===== src/rtl/core/signed_int_to_decimal_ascii_unit_macros.svh =====
// assertion macros shared by the signed integer to decimal text unit
// no dependencies; included by the top-level module, which carries the assertions
`ifndef SIGNED_INT_TO_DECIMAL_ASCII_UNIT_MACROS_SVH
`define SIGNED_INT_TO_DECIMAL_ASCII_UNIT_MACROS_SVH

// same-cycle implication
`define SITOA_ASSERT_SAME(lbl, clk, rst_n, ante, cons) \
  lbl: assert property (@(posedge clk) disable iff (!rst_n) (ante) |-> (cons)) \
    else $error("sitoa assertion failed");

// next-cycle implication
`define SITOA_ASSERT_NEXT(lbl, clk, rst_n, ante, cons) \
  lbl: assert property (@(posedge clk) disable iff (!rst_n) (ante) |=> (cons)) \
    else $error("sitoa assertion failed");

`endif


===== src/rtl/core/sitoa_pkg.sv =====
// types and constants of the signed integer to decimal text unit
// no dependencies; used by the interfaces, the digit cell, the digit chain and the top level
`default_nettype none

package sitoa_pkg;

  localparam int MAG_W     = 32;
  localparam int BIT_CNT_W = $clog2(MAG_W);
  localparam int NUM_DIGITS = 10;
  localparam int REM_W     = $clog2(NUM_DIGITS + 1);
  localparam int CHAR_W    = 8;

  localparam logic [CHAR_W-1:0] ASCII_ZERO  = 8'd48;
  localparam logic [CHAR_W-1:0] ASCII_MINUS = 8'd45;

  typedef logic [3:0] bcd_t;

  typedef struct packed {
    logic clr;
    logic dabble;
    logic rotate;
  } cell_ctrl_t;

  typedef enum logic [3:0] {
    ST_IDLE   = 4'b0001,
    ST_CONV   = 4'b0010,
    ST_SIGN   = 4'b0100,
    ST_DIGITS = 4'b1000
  } state_t;

endpackage

`default_nettype wire


===== src/rtl/core/sitoa_if.sv =====
// valid/ready channel interfaces for the input value and the output text
// depends on sitoa_pkg
`default_nettype none

interface sitoa_in_if;
  logic                                valid;
  logic                                ready;
  logic signed [sitoa_pkg::MAG_W-1:0]  value;

  modport source (output valid, output value, input ready);
  modport sink (input valid, input value, output ready);
endinterface

interface sitoa_out_if;
  logic                              valid;
  logic                              ready;
  logic [sitoa_pkg::CHAR_W-1:0]      character;
  logic                              last;

  modport source (output valid, output character, output last, input ready);
  modport sink (input valid, input character, input last, output ready);
endinterface

`default_nettype wire


===== src/rtl/core/sitoa_digit_cell.sv =====
// one bcd digit cell: add-3 adjust and shift during conversion, digit hand-off during output
// depends on sitoa_pkg
`default_nettype none

module sitoa_digit_cell (
  input  wire logic                  clk,
  input  wire sitoa_pkg::cell_ctrl_t ctrl,
  input  wire logic                  bit_in,
  input  wire sitoa_pkg::bcd_t       digit_in,
  output      logic                  bit_out,
  output      sitoa_pkg::bcd_t       digit_out
);

  sitoa_pkg::bcd_t digit_r;
  sitoa_pkg::bcd_t digit_nxt;
  sitoa_pkg::bcd_t adj;

  always_comb begin
    adj = (digit_r >= 4'd5) ? (digit_r + 4'd3) : digit_r;
  end

  assign bit_out   = adj[3];
  assign digit_out = digit_r;

  always_comb begin
    priority if (ctrl.clr) begin
      digit_nxt = '0;
    end else if (ctrl.dabble) begin
      digit_nxt = {adj[2:0], bit_in};
    end else if (ctrl.rotate) begin
      digit_nxt = digit_in;
    end else begin
      digit_nxt = digit_r;
    end
  end

  always_ff @(posedge clk) begin
    digit_r <= digit_nxt;
  end

endmodule

`default_nettype wire


===== src/rtl/core/sitoa_digit_chain.sv =====
// row of bcd digit cells, least significant at index 0
// depends on sitoa_pkg and sitoa_digit_cell
`default_nettype none

module sitoa_digit_chain (
  input  wire logic                  clk,
  input  wire sitoa_pkg::cell_ctrl_t ctrl,
  input  wire logic                  bit_in,
  output      sitoa_pkg::bcd_t       top_digit
);

  logic            bits   [0:sitoa_pkg::NUM_DIGITS];
  sitoa_pkg::bcd_t digits [0:sitoa_pkg::NUM_DIGITS];

  assign bits[0]   = bit_in;
  assign digits[0] = '0;

  for (genvar i = 0; i < sitoa_pkg::NUM_DIGITS; i++) begin : g_cell
    sitoa_digit_cell u_cell (
      .clk       (clk),
      .ctrl      (ctrl),
      .bit_in    (bits[i]),
      .digit_in  (digits[i]),
      .bit_out   (bits[i+1]),
      .digit_out (digits[i+1])
    );
  end

  // carry out of the top cell is always zero for a 32-bit magnitude
  logic unused_carry;
  assign unused_carry = bits[sitoa_pkg::NUM_DIGITS];

  assign top_digit = digits[sitoa_pkg::NUM_DIGITS];

endmodule

`default_nettype wire


===== src/rtl/core/signed_int_to_decimal_ascii_unit.sv =====
// signed 32-bit integer to decimal ascii text, one character per output transfer
// steps: accept, shift-and-adjust of every magnitude bit through the bcd digit chain,
// then an optional sign character and the digit positions (leading zeros skipped)
// a new value is taken only in idle, after the last character; output stalls hold the text
// reset: synchronous active-low rst_n returns control to idle; no text is pending
`default_nettype none
`include "signed_int_to_decimal_ascii_unit_macros.svh"

module signed_int_to_decimal_ascii_unit (
  input  wire logic  clk,
  input  wire logic  rst_n,
  sitoa_in_if.sink   in_ch,
  sitoa_out_if.source out_ch
);

  sitoa_pkg::state_t                      state_r, state_nxt;
  logic [sitoa_pkg::MAG_W-1:0]            mag_r, mag_nxt;
  logic                                   neg_r, neg_nxt;
  logic [sitoa_pkg::BIT_CNT_W-1:0]        bit_cnt_r, bit_cnt_nxt;
  logic [sitoa_pkg::REM_W-1:0]            rem_r, rem_nxt;
  logic                                   seen_r, seen_nxt;
  sitoa_pkg::cell_ctrl_t                  ctrl;
  sitoa_pkg::bcd_t                        top_digit;
  logic                                   in_xfer;
  logic                                   emit;
  logic                                   step;
  logic [sitoa_pkg::MAG_W-1:0]            in_bits;

  sitoa_digit_chain u_chain (
    .clk       (clk),
    .ctrl      (ctrl),
    .bit_in    (mag_r[sitoa_pkg::MAG_W-1]),
    .top_digit (top_digit)
  );

  assign in_bits = in_ch.value;
  assign in_ch.ready = (state_r == sitoa_pkg::ST_IDLE);
  assign in_xfer = in_ch.valid && in_ch.ready;

  // a leading zero is dropped unless it is the only digit
  assign emit = seen_r || (top_digit != 4'd0) ||
                (rem_r == sitoa_pkg::REM_W'(1));
  assign step = (state_r == sitoa_pkg::ST_DIGITS) && (!emit || out_ch.ready);

  always_comb begin
    unique case (state_r)
      sitoa_pkg::ST_SIGN: begin
        out_ch.valid     = 1'b1;
        out_ch.character = sitoa_pkg::ASCII_MINUS;
        out_ch.last      = 1'b0;
      end
      sitoa_pkg::ST_DIGITS: begin
        out_ch.valid     = emit;
        out_ch.character = sitoa_pkg::ASCII_ZERO + {4'd0, top_digit};
        out_ch.last      = (rem_r == sitoa_pkg::REM_W'(1));
      end
      default: begin
        out_ch.valid     = 1'b0;
        out_ch.character = sitoa_pkg::ASCII_ZERO;
        out_ch.last      = 1'b0;
      end
    endcase
  end

  always_comb begin
    state_nxt   = state_r;
    mag_nxt     = mag_r;
    neg_nxt     = neg_r;
    bit_cnt_nxt = bit_cnt_r;
    rem_nxt     = rem_r;
    seen_nxt    = seen_r;
    ctrl        = '0;
    unique case (state_r)
      sitoa_pkg::ST_IDLE: begin
        if (in_xfer) begin
          neg_nxt     = in_bits[sitoa_pkg::MAG_W-1];
          mag_nxt     = in_bits[sitoa_pkg::MAG_W-1] ? (~in_bits + 1'b1) : in_bits;
          bit_cnt_nxt = '0;
          ctrl.clr    = 1'b1;
          state_nxt   = sitoa_pkg::ST_CONV;
        end
      end
      sitoa_pkg::ST_CONV: begin
        ctrl.dabble = 1'b1;
        mag_nxt     = {mag_r[sitoa_pkg::MAG_W-2:0], 1'b0};
        bit_cnt_nxt = bit_cnt_r + 1'b1;
        rem_nxt     = sitoa_pkg::REM_W'(sitoa_pkg::NUM_DIGITS);
        seen_nxt    = 1'b0;
        if (bit_cnt_r == sitoa_pkg::BIT_CNT_W'(sitoa_pkg::MAG_W - 1)) begin
          state_nxt = neg_r ? sitoa_pkg::ST_SIGN : sitoa_pkg::ST_DIGITS;
        end
      end
      sitoa_pkg::ST_SIGN: begin
        if (out_ch.ready) begin
          state_nxt = sitoa_pkg::ST_DIGITS;
        end
      end
      sitoa_pkg::ST_DIGITS: begin
        if (step) begin
          ctrl.rotate = 1'b1;
          rem_nxt     = rem_r - 1'b1;
          seen_nxt    = seen_r || emit;
          if (rem_r == sitoa_pkg::REM_W'(1)) begin
            state_nxt = sitoa_pkg::ST_IDLE;
          end
        end
      end
      default: begin
        state_nxt = sitoa_pkg::ST_IDLE;
      end
    endcase
  end

  always_ff @(posedge clk) begin
    if (!rst_n) begin
      state_r <= sitoa_pkg::ST_IDLE;
    end else begin
      state_r <= state_nxt;
    end
  end

  always_ff @(posedge clk) begin
    mag_r     <= mag_nxt;
    neg_r     <= neg_nxt;
    bit_cnt_r <= bit_cnt_nxt;
    rem_r     <= rem_nxt;
    seen_r    <= seen_nxt;
  end

  // no new value while text is still pending
  `SITOA_ASSERT_SAME(a_no_accept_while_out, clk, rst_n, out_ch.valid, !in_ch.ready)
  // final character transfer returns to idle
  `SITOA_ASSERT_NEXT(a_last_to_idle, clk, rst_n,
    out_ch.valid && out_ch.ready && out_ch.last, state_r == sitoa_pkg::ST_IDLE)
  // first digit of a multi-digit number is never zero
  `SITOA_ASSERT_SAME(a_no_leading_zero, clk, rst_n,
    out_ch.valid && !out_ch.last && (state_r == sitoa_pkg::ST_DIGITS) && !seen_r,
    top_digit != 4'd0)
  // an accepted value starts the conversion
  `SITOA_ASSERT_NEXT(a_accept_to_conv, clk, rst_n, in_xfer,
    state_r == sitoa_pkg::ST_CONV)

endmodule

`default_nettype wire

===== src/flat_wrapper.sv =====
// flat-port wrapper written by rule: the top's interface ports become plain ports
module signed_int_to_decimal_ascii_unit_flat 
  (clk, rst_n, in_ch_valid, in_ch_value, in_ch_ready, out_ch_valid, out_ch_character, out_ch_last, out_ch_ready);
  sitoa_in_if in_ch_i ();
  sitoa_out_if out_ch_i ();
  input  wire logic clk;
  input  wire logic rst_n;
  input wire logic [$bits(in_ch_i.valid)-1:0] in_ch_valid;
  input wire logic [$bits(in_ch_i.value)-1:0] in_ch_value;
  output wire logic [$bits(in_ch_i.ready)-1:0] in_ch_ready;
  output wire logic [$bits(out_ch_i.valid)-1:0] out_ch_valid;
  output wire logic [$bits(out_ch_i.character)-1:0] out_ch_character;
  output wire logic [$bits(out_ch_i.last)-1:0] out_ch_last;
  input wire logic [$bits(out_ch_i.ready)-1:0] out_ch_ready;
  assign in_ch_i.valid = in_ch_valid;
  assign in_ch_i.value = in_ch_value;
  assign in_ch_ready = in_ch_i.ready;
  assign out_ch_valid = out_ch_i.valid;
  assign out_ch_character = out_ch_i.character;
  assign out_ch_last = out_ch_i.last;
  assign out_ch_i.ready = out_ch_ready;
  signed_int_to_decimal_ascii_unit u_core (.clk(clk), .rst_n(rst_n), .in_ch(in_ch_i), .out_ch(out_ch_i));
endmodule

===== config.mk =====
export PLATFORM = sky130hd
export DESIGN_NAME = signed_int_to_decimal_ascii_unit_flat
export DESIGN_NICKNAME = d
export VERILOG_FILES = /design/src/rtl/core/sitoa_pkg.sv /design/src/rtl/core/sitoa_if.sv /design/src/rtl/core/sitoa_digit_cell.sv /design/src/rtl/core/sitoa_digit_chain.sv /design/src/rtl/core/signed_int_to_decimal_ascii_unit.sv /design/src/flat_wrapper.sv
export VERILOG_INCLUDE_DIRS = /design/src /design/src/rtl/core
export SDC_FILE = /design/constraint.sdc
export NUM_CORES = 1
export LEC_CHECK = 0
export ABC_CLOCK_PERIOD_IN_PS = 10840
export BUFFER_PORTS_ARGS = -buffer_cell sky130_fd_sc_hd__clkbuf_2
export CORE_MARGIN = 5
export CORE_UTILIZATION = 30
export DETAILED_ROUTE_END_ITERATION = 10
export PLACE_DENSITY = 0.46
export SLEW_MARGIN = 40
export SYNTH_ARGS = -nofsm -noshare
export SYNTH_HDL_FRONTEND = slang
export SYNTH_HIERARCHICAL = 1
export SYNTH_SLANG_ARGS = --single-unit

===== constraint.sdc =====
create_clock -name clk -period 10.84 [get_ports clk]
set_clock_uncertainty 0.15 [all_clocks]
set_input_delay 0 -clock clk [delete_from_list [all_inputs] [get_ports clk]]
set_output_delay 0 -clock clk [all_outputs]
set_load 0.005 [all_outputs]

-- Yosys cells after proc, flatten, opt, wreduce, memory -nomap -nowiden
Cells that the tools add are included.
- register bits after elaboration: 87
- input bits: 36
- output and inout bits: 11
- word-level logic and storage cells: 121
- add/subtract/negate cells: 14
- magnitude comparators: 10
- eq/ne operators: 11
- muxes and demuxes: 54
- bitwise gates (word level): 1
- reduce and logical (&&, ||, !) cells: 15
- operators with widths (kind ; count):
    $mux 4 ; 36
    $mux 32 ; 2
    $pmux 32 s2 ; 1
    $ge 4x3->1 const B ; 10
    $add 4x2->4 const B ; 9
    $add 32x1->32 const B ; 1
    $not 32->32 ; 1
    $pmux 4 s4 ; 1
    $pmux 8 s2 ; 1
    $pmux 5 s2 ; 1
    $eq 4x1->1 const B ; 2
    $pmux 4 s2 ; 1
    $add 6x4->7 const A ; 1
    $mux 1 ; 7
    $ne 2x2->1 const B ; 3
    $reduce_and 2->1 ; 3
    $reduce_bool 2->1 ; 3
    $add 5x1->5 const B ; 1
    $eq 5x5->1 const B ; 1
    $mux 5 ; 1
    $reduce_and 5->1 ; 1
    $eq 4x2->1 const B ; 1
    $eq 4x3->1 const B ; 1
    $eq 4x4->1 const B ; 1
    9 further kinds ; 15

-- Longest topological paths before layout
- word-level depth: 10
- mapped depth: 10
- mapped depth without buffers: 10

-- Modules after synthesis
Netlist, hierarchy kept.
- by module, submodules not included (module ; times used ; cells an instance ; area an instance (µm²) ; sequential area each (µm²)):
    signed_int_to_decimal_ascii_unit ; 1 ; 277 ; 2808.9 ; 1371.3
    sitoa_digit_cell ; 10 ; 35 ; 280.3 ; 80.1
    sitoa_digit_chain ; 1 ; 1 ; 3.8 ; 0.0

-- Worst setup path after synthesis
No wires, ideal clock.
- path type: register -> register
- start point: register u_core.state_r[0]
- end point: register u_core/rem_r[0] (netlist name), enable pin
- library setup time: 0.309 ns
- arrival time: 3.716 ns
- required time: 10.381 ns
- slack: 6.664 ns
- stages on the path, launching flop included: 5
- buffers on the path: 1
- clock period less this slack: 4.176 ns
- cells stage by stage: dfxtp_1 or4b_2 clkbuf_1 nor2_1 or2_2
- word-level cells in the longest chain between the ends: 4
- elaborated cells between the ends (all ways): 6
- those cells by class: 3 x eq/ne; 3 x reduce/logical
- ends and longest elaborated chain (item ; line ; RTL):
    from (decl) ; signed_int_to_decimal_ascii_unit.sv:16 ; sitoa_pkg::state_t state_r, state_nxt;
    from (signal assigned) ; signed_int_to_decimal_ascii_unit.sv:116 ; state_r <= sitoa_pkg::ST_IDLE;
    from (signal assigned) ; signed_int_to_decimal_ascii_unit.sv:118 ; state_r <= state_nxt;
    $eq 4x4->1 ; signed_int_to_decimal_ascii_unit.sv:43, signed_int_to_decimal_ascii_unit.sv:73 ;
    $logic_and 1x1->1 ; signed_int_to_decimal_ascii_unit.sv:43 ; assign step = (state_r == sitoa_pkg::ST_DIGITS) && (!emit || out_ch.ready);
    $ne 2x1->1 (no line) ; - ;
    $reduce_and 2->1 (no line) * ; - ;
    to (signal assigned) ; signed_int_to_decimal_ascii_unit.sv:126 ; rem_r <= rem_nxt;
    to (decl) ; signed_int_to_decimal_ascii_unit.sv:20 ; logic [sitoa_pkg::REM_W-1:0] rem_r, rem_nxt;
Every way passes the cells marked *; elsewhere a longest branch is shown, timed or not.
A chain may end at the register's enable or synchronous reset.

-- Worst setup path after layout
- start point: register u_core.state_r[3]
- end point: register u_core.u_chain.g_cell[1].u_cell.digit_r[1]
- word-level cells in the longest chain between the ends: 5
- elaborated cells between the ends (all ways): 12
- those cells by class: 3 x eq/ne; 6 x mux; 3 x reduce/logical
- ends and longest elaborated chain (item ; line ; RTL):
    $eq 4x4->1 ; signed_int_to_decimal_ascii_unit.sv:43, signed_int_to_decimal_ascii_unit.sv:73 ;
    $logic_and 1x1->1 ; signed_int_to_decimal_ascii_unit.sv:43 ;
    $mux 1 ; signed_int_to_decimal_ascii_unit.sv:99 ; if (step) begin
    $mux 1 ; signed_int_to_decimal_ascii_unit.sv:73 ; unique case (state_r)
    $reduce_bool 2->1 (no line) ; - ;
    to (signal assigned) ; sitoa_digit_cell.sv:38 ; digit_r <= digit_nxt;
    to (decl) ; sitoa_digit_cell.sv:14 ; sitoa_pkg::bcd_t digit_r;
Several ways; a longest one is shown, not always the timed one.

==> flow_metrics.tcl <==
set metrics [dict create \
    fin_area_mm2 0.00669 \
    syn_inst 624 \
    coreArea_mm2 0.0185 \
    cts_buffer_depth 2 \
    power.total_uw 885 \
    min_path_type "input pin to flop" \
    path_delay_family "buffers and inverters" \
    rsz0062_at_grt "no" \
    io_buffers 43 \
    p_leak_nw 2.33 \
    row_count 50 \
    p_sw_uw 238 \
    relSlewSlack 0.555 \
    die_x_um 147 \
    n_fill_cell 1906 \
    syn_area_per_cell_um2 8.96 \
    pwr-share-seq 0.466 \
    io_pins 47 \
    hold_viol 0 \
    grt_pass1_vias 4646 \
    start_kind "flop" \
    drive_gt1_frac 0.129 \
    power_frac_clock 0.383 \
    crit_required_ns 10.95 \
    worstSetupPathType "flop to flop" \
    max_stage_delay_ns 0.54 \
    fin_ws_ns 8.02 \
    track_usage 0.119 \
    placedCellCount 883 \
    cap_viol_max_count 0 \
    multiInputGateArea_mm2 0.00321 \
    r2r_start "u_core/state_r[3]" \
    grt_pass1_wl_mm 21.7 \
    syn2layout_area_growth_pct 19.5 \
    htreeDepth 3 \
    final_cells 933 \
    fmax_ghz 0.354 \
    ant_nets 0 \
    finish.net_count 755 \
    p_comb_frac 0.151 \
    numCtsBuffers 9 \
    setup_violations 0 \
    worst_path_max_delay_cell "buf_6" \
    dieHeight_um 147 \
    post-route-min-period_ns 2.82 \
    cp_max_fo 95 \
    switching_share 0.269 \
    end_kind "flop" \
    layout_common_cells "nand2_1 (78), nor2_1 (60), o21ai_0 (60)" \
    vdd_ir_drop_max_uv 73.0 \
    pre_cts_ws_ns 7.78 \
    grt_overflow 0 \
    worstPathArrival_ns 2.93 \
    place_area_mm2 0.00602 \
    path_clk_slew_ns 0.07 \
    grt_max_degree 96 \
    vias 4653 \
    place_hpwl_mm 8.20 \
    start_util 0.302 \
    drc 0 \
    finalCritPeriodShare 0.261 \
    timing.critical_path.buf_inv 3 \
    cts_tree "yes" \
    cellPowerDensity_mw_per_mm2 132 \
    antenna_found_initial 0 \
    crit_path_start "u_core/state_r[3]" \
    drt-vias-per-instance 4.99 \
    setup_tns_ns 0 \
    wl_per_cell_um 13.4 \
    routed_wl_mm 12.5 \
    gp_congestion 0.779 \
    intPower_uw 646 \
    synth_area_mm2 0.00559 \
    n_antenna_cell 0 \
    insertion_delay_ns 0.34 \
    status "finished, final reports clean" \
    tightest_slew_ns 0.667 \
    dieArea_mm2 0.0215 \
    clockRootBuffer "clkbuf_16" \
    min_from "in_ch_value[31]" \
    yosys_warnings 6 \
    report.final.slew_viol_count 0 \
    register_area_mm2 0.00217 \
    final_common_cell "nand2_1" \
    drtIter0Drc 185 \
    postCtsResizedCells 0 \
    drt-pass1-iter-count 4 \
    clock_sinks 87 \
    crit_path_cell_trace "nor2_1 > nand3b_1 > buf_4 > inv_4 > buf_6 > or4b_1 > o311ai_1" \
]
worst register-to-register path, cell delays in order (launching register included):
cell and delay (ns):
dfxtp_1 0.34, nor2_1 0.24, nand3b_1 0.11, buf_4 0.21
inv_4 0.47, buf_6 0.57, or4b_1 0.55, o311ai_1 0.10
power by group through the flow:
stage / clock network (mW) / registers (mW) / logic, mW
final: 0.339 / 0.412 / 0.134
after global routing: 0.367 / 0.416 / 0.151
after CTS: 0.353 / 0.412 / 0.136
after detailed placement: 0 / 0.419 / 0.126
after global placement: 0 / 0.418 / 0.122
after floorplan: 0 / 0.412 / 0.0904
routing by layer:
metal / part of all wire / up-vias / GRT usage
met3: 0.029 / 12 / 0.0345
met4: 0.011 / 0 / 0.0296
met2: 0.48 / 55 / 0.204
li1: - / 2397 / -
met1: 0.48 / 2189 / 0.147
met5: 0 / - / 0
cell type report:
cell class / count / share of cell area
multi-input cells: 488 / 0.479
well taps: 234 / 0.0438
repair buffers: 81 / 0.0881
inverters: 27 / 0.0155
clock buffers: 10 / 0.0342
clock inverters: 6 / 0.0140
flip-flops and latches: 87 / 0.325
worst paths after layout:
kind | end | slack, ns | cells past startpoint
hold reg to reg | u_core/u_chain/g_cell[0].u_cell/digit_out[0] | 0.34 | 2
setup / recovery | u_core/u_chain/g_cell[1].u_cell/digit_out[1] | 8.02 | 7
setup reg to reg | u_core/u_chain/g_cell[1].u_cell/digit_out[1] | 8.02 | 7
hold / removal | u_core/neg_r | 0.23 | 1
stage by stage:
stage	hold WS, ns	util
floorplan	-0.0738	-
global placement	0.0998	0.325
detailed placement	0.0890	0.325
CTS	0.212	0.361
global route	0.261	0.361
finish	0.230	0.361
what timing repair did:
item / CTS / global route
hold buffers: 34 / 0
setup buffers: 0 / 0
hold endpoints to repair: 36 / 0
registers in the layout, indices dropped and copies added (netlist names):
register                                cells
u_core/u_chain/g_cell.u_cell/digit_out     40
u_core/mag_r                               32
u_core/bit_cnt_r                            5
u_core/rem_r                                4
u_core/state_r                              4
u_core/neg_r                                1
u_core/seen_r                               1
Power figures use the tool's default switching activity.
